`src/hw/rtl/tfb_pkg.sv`:
```
package tfb_pkg;

  // Widths fixed by the item formats
  localparam int unsigned SUM_W      = 40;   // block / ring sums, covers WINDOW up to 64
  localparam int unsigned WINDOW_DEF = 10;
  localparam int unsigned CFG_IDX_W  = 4;
  localparam int unsigned CFG_DATA_W = 32;

  // pi/30 in Q0.32
  localparam logic [31:0] PWR_K = 32'd449767923;

  // Configuration register indexes
  localparam logic [CFG_IDX_W-1:0] REG_FILTER_MODE  = 4'd0;
  localparam logic [CFG_IDX_W-1:0] REG_ZERO_OFFSET  = 4'd1;
  localparam logic [CFG_IDX_W-1:0] REG_EXP_GAIN     = 4'd2;
  localparam logic [CFG_IDX_W-1:0] REG_ADAPT_THR    = 4'd3;
  localparam logic [CFG_IDX_W-1:0] REG_ADAPT_FAST   = 4'd4;
  localparam logic [CFG_IDX_W-1:0] REG_ADAPT_SLOW   = 4'd5;
  localparam logic [CFG_IDX_W-1:0] REG_AB_ALPHA     = 4'd6;
  localparam logic [CFG_IDX_W-1:0] REG_AB_BETA      = 4'd7;

  // Filter mode codes
  localparam logic [2:0] MODE_BLOCK = 3'd0;
  localparam logic [2:0] MODE_RING  = 3'd1;
  localparam logic [2:0] MODE_EXP   = 3'd2;
  localparam logic [2:0] MODE_ADAPT = 3'd3;
  localparam logic [2:0] MODE_TRACK = 3'd4;
  localparam logic [2:0] MODE_NONE  = 3'd5;

  // Register reset values
  localparam logic [2:0]  RST_FILTER_MODE = MODE_NONE;
  localparam logic [16:0] RST_EXP_GAIN    = 17'd6554;
  localparam logic [30:0] RST_ADAPT_THR   = 31'd98304;
  localparam logic [16:0] RST_ADAPT_FAST  = 17'd58982;
  localparam logic [16:0] RST_ADAPT_SLOW  = 17'd1966;
  localparam logic [24:0] RST_AB_ALPHA    = 25'd954133;
  localparam logic [24:0] RST_AB_BETA     = 25'd27931;

  typedef struct packed {
    logic signed [31:0] torque_sample;
    logic signed [31:0] speed_sample;
  } in_item_t;

  typedef struct packed {
    logic signed [31:0] filtered_torque;
    logic [47:0]        shaft_power;
  } out_item_t;

  // Item between front and back: corrected torque and speed
  typedef struct packed {
    logic signed [31:0] corr_torque;
    logic signed [31:0] speed;
  } q_item_t;

  typedef struct packed {
    logic [2:0]         filter_mode;
    logic signed [31:0] zero_offset;
    logic [16:0]        exp_gain;
    logic [30:0]        adapt_threshold;
    logic [16:0]        adapt_fast_gain;
    logic [16:0]        adapt_slow_gain;
    logic [24:0]        ab_alpha;
    logic [24:0]        ab_beta;
  } cfg_t;

  typedef enum logic [3:0] {
    BK_IDLE, BK_DIFF, BK_RING, BK_MUL, BK_UPD, BK_DIV,
    BK_PW0, BK_PW1, BK_PW2, BK_PW3, BK_OUT
  } back_st_t;

  function automatic logic signed [31:0] sat32(input logic signed [63:0] x);
    if (x > 64'sd2147483647) begin
      return 32'sh7fffffff;
    end else if (x < -64'sd2147483648) begin
      return 32'sh80000000;
    end else begin
      return x[31:0];
    end
  endfunction

endpackage

```
`src/hw/rtl/tfb_front.sv`:
```
module tfb_front (
  input  logic                 clk,
  input  logic                 rst_n,
  input  tfb_pkg::cfg_t        cfg,
  input  logic                 in_push,
  output logic                 in_full,
  input  tfb_pkg::in_item_t    in_data,
  output logic                 q_valid,
  input  logic                 q_take,
  output tfb_pkg::q_item_t     q_data
);

  tfb_pkg::q_item_t   q_mem_r [2];
  logic               wr_ptr_r, rd_ptr_r;
  logic [1:0]         cnt_r;
  logic               wr_en;
  logic signed [32:0] sum;
  tfb_pkg::q_item_t   entry;

  // Correct the torque by the zero offset, saturating
  always_comb begin
    sum = 33'(in_data.torque_sample) + 33'(cfg.zero_offset);
    entry.corr_torque = tfb_pkg::sat32(64'(sum));
    entry.speed       = in_data.speed_sample;
  end

  assign in_full = (cnt_r == 2'd2);
  assign wr_en   = in_push && !in_full;
  assign q_valid = (cnt_r != 2'd0);
  assign q_data  = q_mem_r[rd_ptr_r];

  // Hold items for the back end
  always_ff @(posedge clk) begin
    if (wr_en) begin
      q_mem_r[wr_ptr_r] <= entry;
    end
  end

  // Advance pointers and fill count
  always_ff @(posedge clk) begin
    if (!rst_n) begin
      wr_ptr_r <= 1'b0;
      rd_ptr_r <= 1'b0;
      cnt_r    <= 2'd0;
    end else begin
      if (wr_en) begin
        wr_ptr_r <= ~wr_ptr_r;
      end
      if (q_take) begin
        rd_ptr_r <= ~rd_ptr_r;
      end
      cnt_r <= cnt_r + 2'(wr_en) - 2'(q_take);
    end
  end

endmodule

```
`config.mk`:
```
export PLATFORM = sky130hd
export DESIGN_NAME = tfb_front
export DESIGN_NICKNAME = d
export VERILOG_FILES = /design/src/hw/rtl/tfb_pkg.sv /design/src/hw/rtl/tfb_front.sv
export SDC_FILE = /design/constraint.sdc
export NUM_CORES = 1
export LEC_CHECK = 0
export BUFFER_PORTS_ARGS = -buffer_cell sky130_fd_sc_hd__buf_2
export CAP_MARGIN = 20
export CELL_PAD_IN_SITES_DETAIL_PLACEMENT = 0
export CELL_PAD_IN_SITES_GLOBAL_PLACEMENT = 1
export CORE_ASPECT_RATIO = 0.6
export CORE_UTILIZATION = 33
export DETAILED_ROUTE_END_ITERATION = 16
export PLACE_DENSITY = 0.8
export SLEW_MARGIN = 10
export SYNTH_ARGS = -nofsm -noshare
export SYNTH_HDL_FRONTEND = slang
export SYNTH_SLANG_ARGS = --single-unit
```
`constraint.sdc`:
```
create_clock -name clk -period 3.7 [get_ports clk]
set_clock_uncertainty 0.1 [all_clocks]
set_input_delay 0.555 -clock clk [delete_from_list [all_inputs] [get_ports clk]]
set_output_delay 0.555 -clock clk [all_outputs]
set_load 0.02 [all_outputs]
```
==> impl_metrics.csv, run 1 <==
group,metric,value,unit
final_layout,antennaDiodeCount,0,
clock_network,cts_tree,"built",
die,initial_utilization,34.0,%
logic_synthesis,synth_edf_count,128,
global_routing,grt_pass1_vias,4469,
die,die_x,189,microns
power_and_ir_drop,intPower,3.38,mW
logic_synthesis,synth_seq_cells,133,
global_routing,grt_antenna_before_repair,0,
sta,relSlewSlack,39.9,%
critical_path,cp-end-kind,"register",
worst_hold_path,hp-class,"in2reg",
final_layout,syn2layout_area_growth,24.8,%
placed_design,port_buffers,165,
clock_network,insertion_delay,0.41,ns
outcome,outcome,"completed",
clock_network,cts-resized-gates,0,
critical_path,crit_end,"q_mem_r[1][57]",
placed_design,pre_cts_ws,-0.0314,ns
sta,hold_ws,0.234,ns
global_routing,grt_overflow,0,
placed_design,dp_cells,956,
logic_synthesis,synth_area,6900,sq um
sta,rsz0062_at_grt,"no",
final_layout,multi_input_area,2790,sq um
critical_path,rrSetupSlack,1.76,ns
clock_network,hold_buffers,0,
logic_synthesis,syn_nets,796,
sta,fin_tns_setup,0,ns
run,max-cap-violations,0,
power_and_ir_drop,p_switching,1.45,mW
global_routing,grt_first_pass_wirelength,24200,microns
critical_path,crit_start,"in_data[32]",
logic_synthesis,seq_area_frac_synth,57.1,%
power_and_ir_drop,power,4.83,mW
logic_synthesis,syn_avg_cell_area,13.1,sq um
sta,finalSetupViolCount,0,
detailed_routing,wl_per_cell,15.9,microns
critical_path,worstSetupStartpointType,"input pin",
logic_synthesis,synth_ff_type,"edfxtp_1",
critical_path,crit_type,"in2reg",
critical_path,required,3.79,ns
clock_network,clk_pin_slew,0.06,ns
logic_synthesis,async_flop_share,0,%
die,core-area,20300,sq um
detailed_routing,drtPass1Iterations,4,
power_and_ir_drop,p_leak,3.31,nW
clock_network,cts_buffer_depth,2,
sta,fmax,0.296,GHz
final_layout,drive_above_1_share,39.9,%
sta,worstMarginPinSlew,0.901,ns
detailed_routing,drc_errors,0,
detailed_routing,ant_nets,0,
global_routing,grt_usage,14.9,%
final_layout,n_fill_cell,1925,
die,dieHeight,114,microns
die,io-pin-count,301,
logic_synthesis,yosysUniqueCellTypes,54,
clock_network,h-tree-depth,4,
die,rows,40,
power_and_ir_drop,p_seq_share,42.4,%
critical_path,r2r-start,"cnt_r[0]",
sta,fin_crit_sh,91.3,%
final_layout,nets,972,
power_and_ir_drop,power_frac_comb,26.6,%
clock_network,root_buffer,"clkbuf_16",
placed_design,place_congestion,0.814,
critical_path,crit_fanout,17,
logic_synthesis,ys_warn_count,0,
sta,finalCriticalPeriod,3.38,ns
die,die-area,21500,sq um
clock_network,cts_buffers,17,
detailed_routing,vias,4734,
power_and_ir_drop,power_density,561,nW/um^2
placed_design,dp_hpwl,11600,microns
detailed_routing,vias_per_cell,4.80,
global_routing,grt_start_max_net_pins,65,
sta,slew_viol_final,0,
logic_synthesis,syn_inst,526,
sta,hold_viol,0,
power_and_ir_drop,p_sw_share,30.0,%
clock_network,cts.sinks,133,
power_and_ir_drop,irDropWorstVdd,328,uV
sta,fin_ws,0.323,ns
critical_path,r2r-end,"q_mem_r[1][21]",
detailed_routing,drt_iter0_markers,280,
final_layout,seq_area,3950,sq um
critical_path,arrival,3.46,ns
detailed_routing,routed_wl,15700,microns
power_and_ir_drop,clock_power_share,31.1,%
final_layout,fin_cells,987,
critical_path,r2r.worst_path.cells,3,
clock_network,post_cts_buffers,0,
==> final cells by class <==
type                    count  share of cell area [%]
flip-flops and latches    133                    45.8
multi-input cells         359                    32.4
repair buffers            178                    11.2
clock buffers              20                    5.07
well taps                 273                    3.97
clock inverters            11                    1.02
inverters                  13                   0.567
==> state kept, by name, indices dropped and copies added, names as in the netlist, named ones only <==
register,flops
wr_ptr_r,1
rd_ptr_r,1
q_mem_r,128
cnt_r,2
==> power groups by stage <==
stage	clock, mW	combinational [mW]	sequential, mW
final	1.50	1.28	2.05
after global routing	1.60	1.40	2.07
after CTS	1.53	1.30	2.05
after detailed placement	0	1.29	2.08
after global placement	0	1.28	2.07
after floorplan	0	0.893	2.05
==> metal layers <==
| metal | part of all wire (%) | track usage, % | vias to the layer above |
|---|---|---|---|
| met3 | 8.1 | 4.58 | 9 |
| met2 | 40 | 20.2 | 167 |
| li1 | - | - | 2360 |
| met1 | 51 | 22.5 | 2198 |
| met4 | 0.65 | 3.71 | 0 |
| met5 | 0 | 0 | - |
==> per-stage QoR <==
step                area, sq um  utilization, %
detailed placement         8090            39.9
global placement           8090            39.9
global route               8610            42.5
CTS                        8610            42.5
floorplan                  6900               -
finish                     8610            42.5
==> placed cells by master, fill, tap and decap left out, drive strengths merged, types with 2 or more instances in the layout <==
master      n
nor3        5
o21ai      28
xor2       15
nor2b       6
o2111ai     2
and2        6
o21a        3
a311oi      2
nand2      27
dfxtp       5
clkinvlp    4
nor2       21
ha         34
a211oi      4
or3         4
inv        13
clkbuf     20
o211ai      5
mux2       65
nand4       3
maj3        2
a21oi      63
and4        3
a31oi       4
xnor2      17
o31ai       4
nand2b      4
and3        3
o21bai      4
buf       178
clkinv      6
a21o        7
edfxtp    128
nand3       6
==> Yosys cell counts, types with 2 or more instances <==
library cell	n	area, sq um
a211oi_1	4	30.0
a21o_1	7	52.6
a21oi_1	60	300
a21oi_2	3	26.3
a31oi_1	4	25.0
and2_1	6	37.5
and3_1	3	18.8
and4_1	3	26.3
buf_2	7	35.0
buf_6	5	56.3
clkbuf_1	8	30.0
dfxtp_1	5	100
edfxtp_1	128	3840
ha_1	34	425
inv_1	13	48.8
maj3_1	2	20.0
mux2_2	65	732
nand2_1	26	97.6
nand2b_1	4	25.0
nand3_1	6	30.0
nand4_1	3	18.8
nor2_1	20	75.1
nor2b_1	6	37.5
nor3_1	5	25.0
o2111ai_1	2	17.5
o211ai_1	5	37.5
o21a_1	3	22.5
o21ai_0	25	125
o21ai_1	2	10.0
o21bai_1	4	30.0
o31ai_1	2	15.0
o31ai_2	2	25.0
or3_1	3	18.8
xnor2_1	17	149
xor2_1	15	131
==> worst min-delay path by stage <==
stage,from,endpoint,cells past startpoint,slack [ns]
6_report,in_data[18],q_mem_r[0][18],1,0.23
5_1_grt,in_data[18],q_mem_r[1][18],1,0.21
4_1_cts,in_data[28],q_mem_r[1][28],1,0.21
3_5_place_dp,rd_ptr_r,register,2,0.47
3_3_place_gp,rd_ptr_r,register,2,0.46
2_1_floorplan,rd_ptr_r,register,2,0.45
==> critical path, stage by stage <==
cell and delay (ns):
buf_2 0.09, ha_1 0.20, inv_1 0.07, fa_1 0.40, nand2b_1 0.18, a21oi_1 0.24
o21ai_0 0.27, o31ai_1 0.49, or3_1 0.22, a31o_4 0.22, nor2_4 0.06, buf_12 0.14
o21ai_0 0.31
==> cell families after synthesis <==
group | Yosys count | share of synthesized area, %
AOI/OAI and AO/OA | 133 | 12.1
xor gates and xnor gates | 32 | 4.06
adders and majority gates | 37 | 6.74
buffers and inverters | 34 | 2.57
DFF | 133 | 57.1
muxes | 66 | 10.8
and+or+nand+nor | 91 | 6.65
Note: power is estimated with default switching activity, not from simulation.
==> run 2: changes to the inputs <==
--- a/config.mk
+++ b/config.mk
@@ -13,6 +13,7 @@
 export CORE_UTILIZATION = 33
 export DETAILED_ROUTE_END_ITERATION = 16
 export PLACE_DENSITY = 0.8
+export RECOVER_POWER = 50
 export SLEW_MARGIN = 10
 export SYNTH_ARGS = -nofsm -noshare
 export SYNTH_HDL_FRONTEND = slang
==> run 2 against run 1 <==
Net effect:
- the flow now finishes with violations (max-capacitance violations, max-slew violations)
- clock-buffer cell count is the same
- utilization decreased by 0.23 points
- clock power barely moved
- die area is the same
- non-clock buffer count unchanged
- via count increased by 0.70%
- cell count unchanged
- largest power group unchanged
==> impl_metrics.csv, run 2 (synthesis results as in run 1) <==
group,metric,value,unit
global_routing,grt_pass1_vias,4469,
global_routing,grt_antenna_before_repair,0,
power_and_ir_drop,p_switching,1.45,mW
die,rows,40,
critical_path,max_stage_delay,0.48,ns
clock_network,clk_pin_slew,0.06,ns
die,dieHeight,114,microns
final_layout,drive_above_1_share,37.7,%
clock_network,cts_buffer_depth,2,
placed_design,place_congestion,0.814,
global_routing,busiest_layer,"met1",
power_and_ir_drop,irDropWorstVdd,328,uV
sta,fmax,0.297,GHz
die,initial_utilization,34.0,%
final_layout,final_cell_mix,"buf_2 (152), edfxtp_1 (128), mux2_2 (65)",
clock_network,cts_tree,"built",
sta,relSlewSlack,-5.03,%
critical_path,required,3.78,ns
final_layout,syn2layout_area_growth,24.1,%
sta,fin_crit_sh,91.1,%
critical_path,cp-end-kind,"register",
final_layout,antennaDiodeCount,0,
critical_path,crit_fanout,17,
critical_path,worstSetupStartpointType,"input pin",
die,die-area,21500,sq um
detailed_routing,drt_iter0_markers,298,
die,die_x,189,microns
power_and_ir_drop,p_sw_share,30.0,%
global_routing,grt_start_max_net_pins,65,
final_layout,layout_commonest_cell,"buf_2",
critical_path,r2r-start,"cnt_r[0]",
clock_network,post_cts_buffers,0,
clock_network,cts.sinks,133,
clock_network,cts_buffers,17,
placed_design,port_buffers,165,
final_layout,nets,972,
power_and_ir_drop,power_density,563,nW/um^2
clock_network,h-tree-depth,4,
power_and_ir_drop,p_leak,3.26,nW
sta,finalSetupViolCount,0,
clock_network,insertion_delay,0.40,ns
global_routing,grt_overflow,0,
critical_path,crit_path_frequent_cell,"o21ai_0",
power_and_ir_drop,power,4.82,mW
die,core-area,20300,sq um
final_layout,seq_area,3950,sq um
detailed_routing,ant_nets,0,
sta,hold_viol,0,
critical_path,crit_start,"in_data[32]",
critical_path,crit_type,"in2reg",
outcome,outcome,"finished, violations left",
placed_design,dp_hpwl,11600,microns
final_layout,top_register,"q_mem_r",
sta,slew_viol_final,27,
global_routing,grt_util_met2,20.2,%
placed_design,dpl_cell_area,8090,sq um
sta,finalCriticalPeriod,3.37,ns
power_and_ir_drop,power_frac_comb,26.3,%
global_routing,grt.met1_usage,22.5,%
outcome,violations,"max-capacitance violations, max-slew violations",
final_layout,design_area,8570,sq um
power_and_ir_drop,clock_power_share,31.1,%
detailed_routing,vias_per_cell,4.83,
sta,worstMarginPinSlew,1.58,ns
global_routing,use_met3,4.58,%
final_layout,multi_input_area,2780,sq um
final_layout,largest_registers,"q_mem_r x128, cnt_r x2",
final_layout,largest_reg_flops,128,
global_routing,grt_usage,14.9,%
clock_network,root_buffer,"clkbuf_16",
detailed_routing,vias,4767,
final_layout,fin_util,42.3,%
critical_path,critPathSlowestCell,"o31ai_1",
detailed_routing,drc_errors,0,
sta,fin_tns_setup,0,ns
power_and_ir_drop,p_seq_share,42.6,%
detailed_routing,routed_wl,15700,microns
worst_hold_path,hp-class,"in2reg",
clock_network,hold_buffers,0,
worst_hold_path,holdCritStartpoint,"in_data[28]",
critical_path,arrival,3.45,ns
clock_network,cts-resized-gates,0,
detailed_routing,wl_per_cell,15.9,microns
sta,rsz0062_at_grt,"no",
run,max-cap-violations,1,
detailed_routing,drtPass1Iterations,4,
power_and_ir_drop,intPower,3.37,mW
global_routing,grt_first_pass_wirelength,24200,microns
critical_path,worstPathCellList,"buf_2 -> ha_1 -> inv_1 -> fa_1 -> nand2b_1 -> a21oi_1 -> o21ai_0 -> o31ai_1 -> or3_1 -> a31o_4 -> nor2_4 -> buf_12 -> o21ai_0",
final_layout,n_fill_cell,1940,
die,io-pin-count,301,
-- run 2: final timing paths --
path | slack (ns) | to | depth (start not counted)
worst max-delay path | 0.33 | q_mem_r[1][57] | 13
worst min-delay path | 0.24 | q_mem_r[1][28] | 1
worst max register to register | 0.65 | q_mem_r[1][21] | 3
worst min register to register | 0.48 | register | 2
-- run 2: critical path: cells and delay by family --
kind / cells / cell delay, ns
buf+inv: 3 / 0.30
compound gates: 5 / 1.52
simple gates: 3 / 0.46
fa+ha+maj: 2 / 0.60
-- run 2: cell type report --
cell class / instances / area share (%)
inverters: 13 / 0.570
well taps: 273 / 3.99
clock buffers: 20 / 5.10
flip-flops and latches: 133 / 46.1
repair buffers: 178 / 10.8
clock inverters: 11 / 1.02
multi-input cells: 359 / 32.5
-- run 2: power groups by stage --
| stage | registers (mW) | clock network, mW | logic [mW] |
|---|---|---|---|
| after floorplan | 2.05 | 0 | 0.893 |
| after global placement | 2.07 | 0 | 1.28 |
| after detailed placement | 2.08 | 0 | 1.29 |
| after CTS | 2.05 | 1.53 | 1.30 |
| after global routing | 2.08 | 1.60 | 1.38 |
| final | 2.05 | 1.50 | 1.27 |
-- run 2: routing by layer --
| metal | vias to the layer above | wire (microns) |
|---|---|---|
| li1 | 2365 | - |
| met4 | 0 | 88 |
| met1 | 2238 | 8080 |
| met2 | 157 | 6360 |
| met5 | - | 0 |
| met3 | 7 | 1170 |
-- run 2: stage by stage --
| stage | instances | hold WS (ns) | setup WS, ns |
|---|---|---|---|
| detailed placement | 956 | 0.466 | -0.0314 |
| finish | 987 | 0.237 | 0.329 |
| global route | 987 | 0.211 | 0.145 |
| global placement | 956 | 0.461 | -0.0308 |
| CTS | 987 | 0.213 | 0.366 |
| floorplan | 526 | 0.455 | 0.649 |
